[src/hw/rtl/mncc_pkg.sv]
// shared constants, types and width helpers for the correlation block
`default_nettype none

package mncc_pkg;

	localparam int SAMPLE_BITS_DEF      = 16;
	localparam int VOXEL_COUNT_LOG2_DEF = 24;
	localparam int ACC_CAP              = 62;
	localparam int CORR_BITS            = 16;
	localparam int ROOT_BITS            = 16;
	localparam int QUO_BITS             = 32;

	localparam logic [CORR_BITS-1:0] SAT_MAG = 16'h8000;
	localparam logic [CORR_BITS-1:0] POS_MAX = 16'h7fff;

	typedef struct packed {
		logic start;
		logic take;
	} unit_ctrl_t;

	typedef struct packed {
		logic busy;
		logic done;
	} unit_stat_t;

	function automatic int e_bits(input int sb, input int vl);
		int raw;
		raw = 2 * sb - 1 + vl;
		return (raw > ACC_CAP) ? ACC_CAP : raw;
	endfunction

endpackage

`default_nettype wire

[src/hw/rtl/mncc_in_if.sv]
// voxel pair channel: valid, ready and the voxel payload
`default_nettype none

interface mncc_in_if #(
	parameter int SAMPLE_BITS = mncc_pkg::SAMPLE_BITS_DEF
) ();

	logic                          valid;
	logic                          ready;
	logic signed [SAMPLE_BITS-1:0] sample_a;
	logic signed [SAMPLE_BITS-1:0] sample_b;
	logic                          in_mask;
	logic                          last_voxel;

	modport source (output valid, sample_a, sample_b, in_mask, last_voxel, input ready);
	modport sink   (input valid, sample_a, sample_b, in_mask, last_voxel, output ready);

endinterface

`default_nettype wire

[src/hw/rtl/mncc_out_if.sv]
// result channel: valid, ready and the correlation payload
`default_nettype none

interface mncc_out_if ();

	logic                                   valid;
	logic                                   ready;
	logic signed [mncc_pkg::CORR_BITS-1:0] correlation;
	logic                                   zero_energy;

	modport source (output valid, correlation, zero_energy, input ready);
	modport sink   (input valid, correlation, zero_energy, output ready);

endinterface

`default_nettype wire

[src/hw/rtl/mncc_accum.sv]
// cross and energy accumulators fed by one shared sample multiplier
`default_nettype none

module mncc_accum #(
	parameter int SAMPLE_BITS      = mncc_pkg::SAMPLE_BITS_DEF,
	parameter int VOXEL_COUNT_LOG2 = mncc_pkg::VOXEL_COUNT_LOG2_DEF,
	localparam int E_BITS = mncc_pkg::e_bits(SAMPLE_BITS, VOXEL_COUNT_LOG2),
	localparam int C_BITS = E_BITS + 1
) (
	input  logic                          clk,
	input  logic                          arst_n,
	input  mncc_pkg::unit_ctrl_t          ctrl,
	output mncc_pkg::unit_stat_t          stat,
	input  logic signed [SAMPLE_BITS-1:0] sample_a,
	input  logic signed [SAMPLE_BITS-1:0] sample_b,
	output logic [C_BITS-1:0]             cross_sum,
	output logic [E_BITS-1:0]             energy_first,
	output logic [E_BITS-1:0]             energy_second
);

	localparam int PROD_BITS = 2 * SAMPLE_BITS;

	localparam logic [1:0] STEP_AB  = 2'd0;
	localparam logic [1:0] STEP_AA  = 2'd1;
	localparam logic [1:0] STEP_BB  = 2'd2;
	localparam logic [1:0] STEP_END = 2'd3;

	logic                          run_q;
	logic                          done_q;
	logic [1:0]                    cnt_q;
	logic signed [SAMPLE_BITS-1:0] a_q;
	logic signed [SAMPLE_BITS-1:0] b_q;
	logic signed [PROD_BITS-1:0]   prod_q;
	logic [C_BITS-1:0]             cross_q;
	logic [E_BITS-1:0]             ef_q;
	logic [E_BITS-1:0]             es_q;
	logic signed [SAMPLE_BITS-1:0] mul_x;
	logic signed [SAMPLE_BITS-1:0] mul_y;
	logic [C_BITS-1:0]             add_a;
	logic [C_BITS-1:0]             add_b;
	logic [C_BITS-1:0]             add_sum;

	// product order: a*b, a*a, b*b; each is registered in prod_q and added in the next cycle
	always_comb begin
		mul_x = (cnt_q == STEP_BB) ? b_q : a_q;
		mul_y = (cnt_q == STEP_AA) ? a_q : b_q;
		add_b = {{(C_BITS - PROD_BITS){prod_q[PROD_BITS-1]}}, prod_q};
		unique case (cnt_q)
			STEP_AA:  add_a = cross_q;
			STEP_BB:  add_a = C_BITS'(ef_q);
			STEP_END: add_a = C_BITS'(es_q);
			default:  add_a = '0;
		endcase
		add_sum = add_a + add_b;
	end

	always_ff @(posedge clk) begin
		if (ctrl.start) begin
			a_q <= sample_a;
			b_q <= sample_b;
		end
		prod_q <= mul_x * mul_y;
	end

	always_ff @(posedge clk or negedge arst_n) begin
		if (!arst_n) begin
			run_q   <= 1'b0;
			done_q  <= 1'b0;
			cnt_q   <= STEP_AB;
			cross_q <= '0;
			ef_q    <= '0;
			es_q    <= '0;
		end else begin
			done_q <= run_q && (cnt_q == STEP_END);
			if (ctrl.start) begin
				run_q <= 1'b1;
				cnt_q <= STEP_AB;
			end else if (run_q) begin
				cnt_q <= cnt_q + 2'd1;
				if (cnt_q == STEP_END) begin
					run_q <= 1'b0;
				end
			end
			if (ctrl.take) begin
				cross_q <= '0;
				ef_q    <= '0;
				es_q    <= '0;
			end else if (run_q) begin
				unique case (cnt_q)
					STEP_AA:  cross_q <= add_sum;
					STEP_BB:  ef_q    <= add_sum[E_BITS-1:0];
					STEP_END: es_q    <= add_sum[E_BITS-1:0];
					default: ;
				endcase
			end
		end
	end

	assign stat.busy     = run_q;
	assign stat.done     = done_q;
	assign cross_sum     = cross_q;
	assign energy_first  = ef_q;
	assign energy_second = es_q;

endmodule

`default_nettype wire

[src/hw/rtl/mncc_norm.sv]
// normalization sequencer around one shared wide add/subtract unit
`default_nettype none

module mncc_norm #(
	parameter int SAMPLE_BITS      = mncc_pkg::SAMPLE_BITS_DEF,
	parameter int VOXEL_COUNT_LOG2 = mncc_pkg::VOXEL_COUNT_LOG2_DEF,
	localparam int E_BITS = mncc_pkg::e_bits(SAMPLE_BITS, VOXEL_COUNT_LOG2),
	localparam int C_BITS = E_BITS + 1
) (
	input  logic                                  clk,
	input  logic                                  arst_n,
	input  mncc_pkg::unit_ctrl_t                  ctrl,
	output mncc_pkg::unit_stat_t                  stat,
	input  logic [C_BITS-1:0]                     cross_sum,
	input  logic [E_BITS-1:0]                     energy_first,
	input  logic [E_BITS-1:0]                     energy_second,
	output logic signed [mncc_pkg::CORR_BITS-1:0] correlation,
	output logic                                  zero_energy
);

	localparam int W        = 2 * C_BITS;
	localparam int QUO      = mncc_pkg::QUO_BITS;
	localparam int ROOT     = mncc_pkg::ROOT_BITS;
	localparam int CB       = mncc_pkg::CORR_BITS;
	localparam int CNT_SPAN = (C_BITS > QUO) ? C_BITS : QUO;
	localparam int CNT_W    = $clog2(CNT_SPAN);

	localparam logic [CNT_W-1:0] LAST_MUL  = CNT_W'(C_BITS - 1);
	localparam logic [CNT_W-1:0] LAST_DIV  = CNT_W'(QUO - 1);
	localparam logic [CNT_W-1:0] LAST_ROOT = CNT_W'(ROOT - 1);

	localparam logic [2:0] N_IDLE = 3'd0;
	localparam logic [2:0] N_PREP = 3'd1;
	localparam logic [2:0] N_SQM  = 3'd2;
	localparam logic [2:0] N_MULP = 3'd3;
	localparam logic [2:0] N_CMP  = 3'd4;
	localparam logic [2:0] N_DIV  = 3'd5;
	localparam logic [2:0] N_ROOT = 3'd6;
	localparam logic [2:0] N_DONE = 3'd7;

	logic [2:0]        state_q;
	logic [CNT_W-1:0]  cnt_q;
	logic              zero_q;
	logic              sat_q;
	logic              neg_q;
	logic [W-1:0]      x_q;
	logic [W-1:0]      p_q;
	logic [W-1:0]      y_q;
	logic [W-1:0]      m_q;
	logic [C_BITS-1:0] n_q;
	logic [QUO-1:0]    q_q;
	logic [ROOT-1:0]   root_q;

	logic [W-1:0]      alu_a;
	logic [W-1:0]      alu_b;
	logic              alu_sub;
	logic [W:0]        alu_sum;
	logic              alu_ge;
	logic [W-1:0]      alu_res;
	logic [W-1:0]      next_y;
	logic [C_BITS-1:0] mag;
	logic              zero_hit;
	logic [CB-1:0]     mag16;
	logic [CB-1:0]     corr_bits;

	// operand select for the shared unit
	always_comb begin
		alu_a   = '0;
		alu_b   = '0;
		alu_sub = 1'b0;
		unique case (state_q)
			N_PREP: begin
				alu_b   = W'(cross_sum);
				alu_sub = 1'b1;
			end
			N_SQM, N_MULP: begin
				alu_a = y_q;
				alu_b = m_q;
			end
			N_CMP: begin
				alu_a   = x_q;
				alu_b   = p_q;
				alu_sub = 1'b1;
			end
			N_DIV: begin
				alu_a   = {y_q[W-2:0], 1'b0};
				alu_b   = p_q;
				alu_sub = 1'b1;
			end
			N_ROOT: begin
				alu_a   = {y_q[W-3:0], q_q[QUO-1:QUO-2]};
				alu_b   = W'({root_q, 2'b01});
				alu_sub = 1'b1;
			end
			default: ;
		endcase
		alu_sum = {1'b0, alu_a} + {1'b0, alu_b ^ {W{alu_sub}}} + (W + 1)'(alu_sub);
	end

	assign alu_ge   = alu_sum[W];
	assign alu_res  = alu_sum[W-1:0];
	assign next_y   = n_q[0] ? alu_res : y_q;
	assign mag      = cross_sum[C_BITS-1] ? alu_res[C_BITS-1:0] : cross_sum;
	assign zero_hit = (energy_first == '0) || (energy_second == '0);

	always_ff @(posedge clk or negedge arst_n) begin
		if (!arst_n) begin
			state_q <= N_IDLE;
			cnt_q   <= '0;
			zero_q  <= 1'b0;
			sat_q   <= 1'b0;
			neg_q   <= 1'b0;
		end else begin
			unique case (state_q)
				N_IDLE: begin
					if (ctrl.start) begin
						state_q <= N_PREP;
					end
				end
				N_PREP: begin
					cnt_q   <= '0;
					zero_q  <= zero_hit;
					sat_q   <= 1'b0;
					neg_q   <= cross_sum[C_BITS-1];
					state_q <= zero_hit ? N_DONE : N_SQM;
				end
				N_SQM: begin
					cnt_q <= cnt_q + 1'b1;
					if (cnt_q == LAST_MUL) begin
						cnt_q   <= '0;
						state_q <= N_MULP;
					end
				end
				N_MULP: begin
					cnt_q <= cnt_q + 1'b1;
					if (cnt_q == LAST_MUL) begin
						cnt_q   <= '0;
						state_q <= N_CMP;
					end
				end
				N_CMP: begin
					cnt_q <= '0;
					if (alu_ge) begin
						sat_q   <= 1'b1;
						state_q <= N_DONE;
					end else begin
						state_q <= N_DIV;
					end
				end
				N_DIV: begin
					cnt_q <= cnt_q + 1'b1;
					if (cnt_q == LAST_DIV) begin
						cnt_q   <= '0;
						state_q <= N_ROOT;
					end
				end
				N_ROOT: begin
					cnt_q <= cnt_q + 1'b1;
					if (cnt_q == LAST_ROOT) begin
						cnt_q   <= '0;
						state_q <= N_DONE;
					end
				end
				N_DONE: begin
					if (ctrl.take) begin
						state_q <= N_IDLE;
					end
				end
				default: state_q <= N_IDLE;
			endcase
		end
	end

	// square of magnitude, energy product, quotient, then integer root
	always_ff @(posedge clk) begin
		unique case (state_q)
			N_PREP: begin
				m_q <= W'(mag);
				n_q <= mag;
				y_q <= '0;
			end
			N_SQM: begin
				y_q <= next_y;
				m_q <= m_q << 1;
				n_q <= n_q >> 1;
				if (cnt_q == LAST_MUL) begin
					x_q <= next_y;
					y_q <= '0;
					m_q <= W'(energy_first);
					n_q <= C_BITS'(energy_second);
				end
			end
			N_MULP: begin
				y_q <= next_y;
				m_q <= m_q << 1;
				n_q <= n_q >> 1;
				if (cnt_q == LAST_MUL) begin
					p_q <= next_y;
				end
			end
			N_CMP: y_q <= x_q;
			N_DIV: begin
				y_q <= alu_ge ? alu_res : alu_a;
				q_q <= {q_q[QUO-2:0], alu_ge};
				if (cnt_q == LAST_DIV) begin
					y_q    <= '0;
					root_q <= '0;
				end
			end
			N_ROOT: begin
				y_q    <= alu_ge ? alu_res : alu_a;
				root_q <= {root_q[ROOT-2:0], alu_ge};
				q_q    <= q_q << 2;
			end
			default: ;
		endcase
	end

	// odd root rounds the halved root up
	always_comb begin
		if (sat_q) begin
			mag16 = mncc_pkg::SAT_MAG;
		end else begin
			mag16 = CB'({1'b0, root_q[ROOT-1:1]}) + CB'(root_q[0]);
		end
		priority if (zero_q) begin
			corr_bits = '0;
		end else if (neg_q) begin
			corr_bits = ~mag16 + 1'b1;
		end else if (mag16[CB-1]) begin
			corr_bits = mncc_pkg::POS_MAX;
		end else begin
			corr_bits = mag16;
		end
	end

	assign correlation = signed'(corr_bits);
	assign zero_energy = zero_q;
	assign stat.busy   = (state_q != N_IDLE);
	assign stat.done   = (state_q == N_DONE);

endmodule

`default_nettype wire

[src/hw/rtl/masked_normalized_cross_correlation.sv]
// top level: masked uncentered normalized cross correlation of two voxel streams
//
// channel  dir  handshake    payload
// voxel    in   valid/ready  sample_a, sample_b, in_mask, last_voxel
// result   out  valid/ready  correlation, zero_energy
//
// item without mask or last mark: taken with no stall, ready stays high
// masked item: input stalls until the accumulators are through with it, one multiplier shared by the three products
// last item: the work runs on the shared 2*C-bit add/subtract unit (C = cross width):
//   two shift-add multiplies, 32 divide, 16 root steps; zero energy skips them all,
//   saturation skips divide and root; a last item also waits while an earlier
//   result is unread
// asynchronous reset clears the control state and the accumulators
// result sits in an output register; items keep flowing while it waits for ready
`default_nettype none

module masked_normalized_cross_correlation #(
	parameter int SAMPLE_BITS      = mncc_pkg::SAMPLE_BITS_DEF,
	parameter int VOXEL_COUNT_LOG2 = mncc_pkg::VOXEL_COUNT_LOG2_DEF
) (
	input  logic       clk,
	input  logic       arst_n,
	mncc_in_if.sink    voxel,
	mncc_out_if.source result
);

	localparam int E_BITS = mncc_pkg::e_bits(SAMPLE_BITS, VOXEL_COUNT_LOG2);
	localparam int C_BITS = E_BITS + 1;
	localparam int CB     = mncc_pkg::CORR_BITS;

	localparam logic [1:0] T_IDLE = 2'd0;
	localparam logic [1:0] T_ACC  = 2'd1;
	localparam logic [1:0] T_NORM = 2'd2;

	logic [1:0]              state_q;
	logic                    last_q;
	logic                    accept;
	logic                    norm_take;
	mncc_pkg::unit_ctrl_t    acc_ctrl;
	mncc_pkg::unit_ctrl_t    norm_ctrl;
	mncc_pkg::unit_stat_t    acc_stat;
	mncc_pkg::unit_stat_t    norm_stat;
	logic [C_BITS-1:0]       cross_sum;
	logic [E_BITS-1:0]       energy_first;
	logic [E_BITS-1:0]       energy_second;
	logic signed [CB-1:0]    norm_corr;
	logic                    norm_zero;
	logic                    out_valid_q;
	logic signed [CB-1:0]    corr_q;
	logic                    zero_q;

	assign voxel.ready = (state_q == T_IDLE) && !acc_stat.busy && !norm_stat.busy;
	assign accept      = voxel.valid && voxel.ready;
	assign norm_take   = (state_q == T_NORM) && norm_stat.done && (!out_valid_q || result.ready);

	assign acc_ctrl.start  = accept && voxel.in_mask;
	assign acc_ctrl.take   = norm_take;
	assign norm_ctrl.start = (accept && !voxel.in_mask && voxel.last_voxel)
		|| ((state_q == T_ACC) && acc_stat.done && last_q);
	assign norm_ctrl.take  = norm_take;

	mncc_accum #(
		.SAMPLE_BITS      (SAMPLE_BITS),
		.VOXEL_COUNT_LOG2 (VOXEL_COUNT_LOG2)
	) u_accum (
		.clk           (clk),
		.arst_n        (arst_n),
		.ctrl          (acc_ctrl),
		.stat          (acc_stat),
		.sample_a      (voxel.sample_a),
		.sample_b      (voxel.sample_b),
		.cross_sum     (cross_sum),
		.energy_first  (energy_first),
		.energy_second (energy_second)
	);

	mncc_norm #(
		.SAMPLE_BITS      (SAMPLE_BITS),
		.VOXEL_COUNT_LOG2 (VOXEL_COUNT_LOG2)
	) u_norm (
		.clk           (clk),
		.arst_n        (arst_n),
		.ctrl          (norm_ctrl),
		.stat          (norm_stat),
		.cross_sum     (cross_sum),
		.energy_first  (energy_first),
		.energy_second (energy_second),
		.correlation   (norm_corr),
		.zero_energy   (norm_zero)
	);

	always_ff @(posedge clk or negedge arst_n) begin
		if (!arst_n) begin
			state_q <= T_IDLE;
			last_q  <= 1'b0;
		end else begin
			unique case (state_q)
				T_IDLE: begin
					if (accept) begin
						last_q <= voxel.last_voxel;
						if (voxel.in_mask) begin
							state_q <= T_ACC;
						end else if (voxel.last_voxel) begin
							state_q <= T_NORM;
						end
					end
				end
				T_ACC: begin
					if (acc_stat.done) begin
						state_q <= last_q ? T_NORM : T_IDLE;
					end
				end
				T_NORM: begin
					if (norm_take) begin
						state_q <= T_IDLE;
					end
				end
				default: state_q <= T_IDLE;
			endcase
		end
	end

	// output register
	always_ff @(posedge clk or negedge arst_n) begin
		if (!arst_n) begin
			out_valid_q <= 1'b0;
		end else if (norm_take) begin
			out_valid_q <= 1'b1;
		end else if (result.ready) begin
			out_valid_q <= 1'b0;
		end
	end

	always_ff @(posedge clk) begin
		if (norm_take) begin
			corr_q <= norm_corr;
			zero_q <= norm_zero;
		end
	end

	assign result.valid       = out_valid_q;
	assign result.correlation = corr_q;
	assign result.zero_energy = zero_q;

endmodule

`default_nettype wire

[src/flat_wrapper.sv]
// flat-port wrapper written by rule: the top's interface ports become plain ports
module masked_normalized_cross_correlation_flat 
#(
	parameter int SAMPLE_BITS      = mncc_pkg::SAMPLE_BITS_DEF,
	parameter int VOXEL_COUNT_LOG2 = mncc_pkg::VOXEL_COUNT_LOG2_DEF
)
  (clk, arst_n, voxel_valid, voxel_sample_a, voxel_sample_b, voxel_in_mask, voxel_last_voxel, voxel_ready, result_valid, result_correlation, result_zero_energy, result_ready);
  mncc_in_if #(.SAMPLE_BITS(SAMPLE_BITS)) voxel_i ();
  mncc_out_if result_i ();
  input  logic clk;
  input  logic arst_n;
  input wire logic [$bits(voxel_i.valid)-1:0] voxel_valid;
  input wire logic [$bits(voxel_i.sample_a)-1:0] voxel_sample_a;
  input wire logic [$bits(voxel_i.sample_b)-1:0] voxel_sample_b;
  input wire logic [$bits(voxel_i.in_mask)-1:0] voxel_in_mask;
  input wire logic [$bits(voxel_i.last_voxel)-1:0] voxel_last_voxel;
  output wire logic [$bits(voxel_i.ready)-1:0] voxel_ready;
  output wire logic [$bits(result_i.valid)-1:0] result_valid;
  output wire logic [$bits(result_i.correlation)-1:0] result_correlation;
  output wire logic [$bits(result_i.zero_energy)-1:0] result_zero_energy;
  input wire logic [$bits(result_i.ready)-1:0] result_ready;
  assign voxel_i.valid = voxel_valid;
  assign voxel_i.sample_a = voxel_sample_a;
  assign voxel_i.sample_b = voxel_sample_b;
  assign voxel_i.in_mask = voxel_in_mask;
  assign voxel_i.last_voxel = voxel_last_voxel;
  assign voxel_ready = voxel_i.ready;
  assign result_valid = result_i.valid;
  assign result_correlation = result_i.correlation;
  assign result_zero_energy = result_i.zero_energy;
  assign result_i.ready = result_ready;
  masked_normalized_cross_correlation #(.SAMPLE_BITS(SAMPLE_BITS), .VOXEL_COUNT_LOG2(VOXEL_COUNT_LOG2)) u_core (.clk(clk), .arst_n(arst_n), .voxel(voxel_i), .result(result_i));
endmodule
[config.mk]
export PLATFORM = sky130hd
export DESIGN_NAME = masked_normalized_cross_correlation_flat
export DESIGN_NICKNAME = d
export VERILOG_FILES = /design/src/hw/rtl/mncc_pkg.sv /design/src/hw/rtl/mncc_in_if.sv /design/src/hw/rtl/mncc_out_if.sv /design/src/hw/rtl/mncc_accum.sv /design/src/hw/rtl/mncc_norm.sv /design/src/hw/rtl/masked_normalized_cross_correlation.sv /design/src/flat_wrapper.sv
export SDC_FILE = /design/constraint.sdc
export NUM_CORES = 2
export LEC_CHECK = 0
export BUFFER_PORTS_ARGS = -buffer_cell sky130_fd_sc_hd__buf_4
export CAP_MARGIN = 0
export CORE_MARGIN = 1
export CORE_UTILIZATION = 58
export CTS_CLUSTER_SIZE = 25
export DETAILED_ROUTE_END_ITERATION = 6
export PLACE_DENSITY = 0.7
export REMOVE_ABC_BUFFERS = 1
export SLEW_MARGIN = 20
export SYNTH_ARGS = -nofsm -noshare
export SYNTH_HDL_FRONTEND = slang
export SYNTH_SLANG_ARGS = --single-unit
[constraint.sdc]
create_clock -name clk -period 27.5 [get_ports clk]
set_input_delay 8.25 -clock clk [delete_from_list [all_inputs] [get_ports clk]]
set_output_delay 8.25 -clock clk [all_outputs]
set_load 0.02 [all_outputs]
==> summary.txt <==
Cells and area
  • Most frequent cells in the layout: nand2_1 (842), edfxtp_1 (601), nor2_1 (540)
  • Leading cell type in the layout, fill and taps excluded: nand2_1
  • Post-route cell area: around 0.065 mm2
  • Final nets: about 6800
  • FILL cells: 8487
  • Multi-input logic area: about 0.034 mm2
  • Fraction of layout cells with a size suffix above 1: 0.0776
  • Final core occ: 0.635
  • Area grow syn2layout: 7.90%
  • FF+latch area: 0.0234 mm2

Yosys
  • Dominant synthesized flop cell: edfxtp_1
  • Post-Syn Area: 0.0603 mm2
  • Ys async rst share: 0.227
  • Synth top area cells: edfxtp_1 (30%), fa_1 (8.8%), dfrtp_1 (7.7%), ha_1 (5.3%), nand2_1 (5.3%)
  • Synth area leader: edfxtp_1
  • Sequential-to-total area share from yosys stat: 0.387
  • Post-synth EDFFs: 601
  • Ys Warns: 0
  • Post-synthesis register bit count: 819
  • Mapped Avg Cell Area: 9.49 um2
  • Share of the synthesized area in the top cell type: 0.299
  • Cell variety after synth: 91
  • Synth Instances: 6351

Place
  • Routability Congestion: 0.989
  • Dpl hpwl: 134000 um
  • Dpl cell area: 0.0618 mm2
  • Pre-CTS WS: ~16 ns
  • PortBufs: 56

Run
  • Max Cap Viol: 0

Outcome
  • Outcome: completed

Global route
  • Vias in the first global route: 50641
  • Initial antenna violation count: 3
  • Overflow after GRT: 0
  • Largest net degree at the start of global routing: between 100 and 150
  • First-pass GRT wire length: 300000 um
  • GRT Resource Usage Total: 0.366

Drt
  • Detailed Route Iter0 Violations: 6316
  • Vias post-DR: ~50000
  • Routed WL: 195000 um
  • Vias per cell: 6.70
  • Wire length per cell: 25.6 um
  • Remaining DRCs: 0
  • Drt pass-1 iters: 7
  • Antenna-violating nets left: 0

Timing
  • Post-layout worst setup margin: between 15 and 20 ns
  • Slew @ Worst Pin: ~1.2 ns
  • Setup Viol. Count Final: 0
  • Fin crit share: 0.400
  • Setup TNS: 0 ns
  • Tmin final: 10.99 ns
  • Final count of pins violating max slew: 0
  • Slew margin rel.: 0.158
  • RSZ-0062 raised after global routing: no
  • Final Skew: 0.0288 ns
  • Hold Vio Cnt, Final: 0
  • Fmax: roughly 91 MHz

Clocking
  • Post-CTS setup buffers: 0
  • Clock tree buffer depth: 3
  • H-tree levels: 3
  • CTS tree: built
  • CTS Buf Count: 92
  • Root buf cell: clkbuf_16
  • Worst-path clk slew: 0.06 ns
  • Clk_lat worst skew: 0.69 ns
  • Hold-fix buffers, CTS: 0
  • PostCTS Resize Cnt: 0
  • # clock sinks: 819

Critical path
  • Kind of critical path: reg -> out
  • CP cell instances: nor3_1 -> nor4b_1 -> buf_4
  • Crit start category: flip-flop
  • Required @ worst endpoint: 19.25 ns
  • Critical path depth in cells: 3
  • R2R cell count: 28
  • CP Buf/Inv Count: 1
  • Largest delay share family, worst path: simple AND/OR/NAND/NOR gates
  • Nature of the critical path endpoint: primary output
  • WP data arrival: 2.74 ns
  • Crit-path max cell delay: ~0.73 ns
  • Crit path max fanout: just under 60
  • Slowest cell on the critical path: dfrtp_4

Power
  • Power Dens Cells: 41.0 mW/mm2
  • Leak Pwr: 25.0 nW
  • VDD IR max: 0.0000640 V
  • Power Total: 2.66 mW

Floorplan
  • Die ar.: 0.105 mm2
  • Die extent in y: 324 um
  • Core area: 0.102 mm2
  • Starting density of the core: 0.589
  • Die X: 324 um
  • I/O pin count: between 50 and 60
  • # rows: 117

Worst hold path
  • HP Class: reg -> reg
  • Hold Crit Depth: 1
-- cell families after synthesis --
family                     after synthesis  share of synthesized area
muxes                                  267                     0.0467
xor gates and xnor gates               219                     0.0318
DFF                                    819                      0.387
buffers and inverters                  787                     0.0503
adders and majority gates              521                      0.141
AOI/OAI and AO/OA                     1641                      0.187
and+or+nand+nor                       2097                      0.156
-- worst reg2reg max path: cells and delay by family (launching register included) --
kind            cells  cell delay [ns]
fa+ha+maj           8             3.20
compound gates     10             2.81
buf+inv             7             0.99
mux                 1             0.99
flops               1             0.45
simple gates        1             0.17
xor+xnor            1             0.13
-- power breakdown --
part | internal, mW | leakage, nW | switching (mW)
clock | 0.796 | 1.55 | 0.544
combinational | 0.00355 | 16.4 | 0.00664
sequential | 1.31 | 7.01 | 0.0000000000000000168
-- stage by stage --
step           std cells  hold slack, ns
5_1_grt             7642           0.548
4_1_cts             7642           0.498
3_5_place_dp        7471           0.503
6_report            7644           0.497
2_1_floorplan       5956           0.436
3_3_place_gp        7471           0.493
-- worst paths after layout --
| check | from | end | slack (ns) |
|---|---|---|---|
| min | u_core.u_accum.done_q | u_core.state_q[0] | 0.50 |
| min reg2reg | u_core.u_accum.done_q | u_core.state_q[0] | 0.50 |
| max in group asynchronous | arst_n | u_core.u_accum.energy_second[10] | 17.85 |
| max reg2reg | u_core.u_accum.cnt_q[1] | u_core.u_accum.prod_q[30] | 18.73 |
| max | u_core.u_norm.state_q[2] | voxel_ready | 16.51 |
| min in group asynchronous | arst_n | u_core.state_q[0] | 7.63 |
-- metal layers --
metal / routed length [um] / global-route usage / up-vias
met1: 74000 / 0.462 / 24969
met3: 19400 / 0.0796 / 617
met2: 87800 / 0.571 / 2943
li1: - / - / 22680
met5: 18 / 0 / -
met4: 14100 / 0.233 / 4
-- cell usage after synthesis (all sizes together) (176+ instances only) --
library cell  number
ha               257
edfxtp           601
a21oi            408
a22oi            182
nand3            176
o21ai            291
inv              389
dfrtp            186
nand2            846
fa               264
nor2             550
clkbuf           323
-- cell type report --
| type | instances | share of cell area |
|---|---|---|
| antenna | 2 | 0.0000770 |
| clock buffer | 125 | 0.0400 |
| clock inverter | 46 | 0.00966 |
| inverter | 392 | 0.0227 |
| multi-input combinational | 4745 | 0.524 |
| sequential | 819 | 0.359 |
| tap | 1368 | 0.0263 |
| timing repair buffer | 147 | 0.0176 |
-- registers in the layout (all words and copies together) (netlist names), 55 cells and up --
signal                        count
u_core.u_norm.y_q               112
u_core.u_accum.energy_first      55
u_core.u_norm.x_q               112
u_core.u_norm.p_q               112
u_core.u_accum.energy_second     55
u_core.u_norm.m_q               112
u_core.u_accum.cross_sum         56
u_core.u_norm.n_q                56
Note: power is estimated with default switching activity, not from simulation.
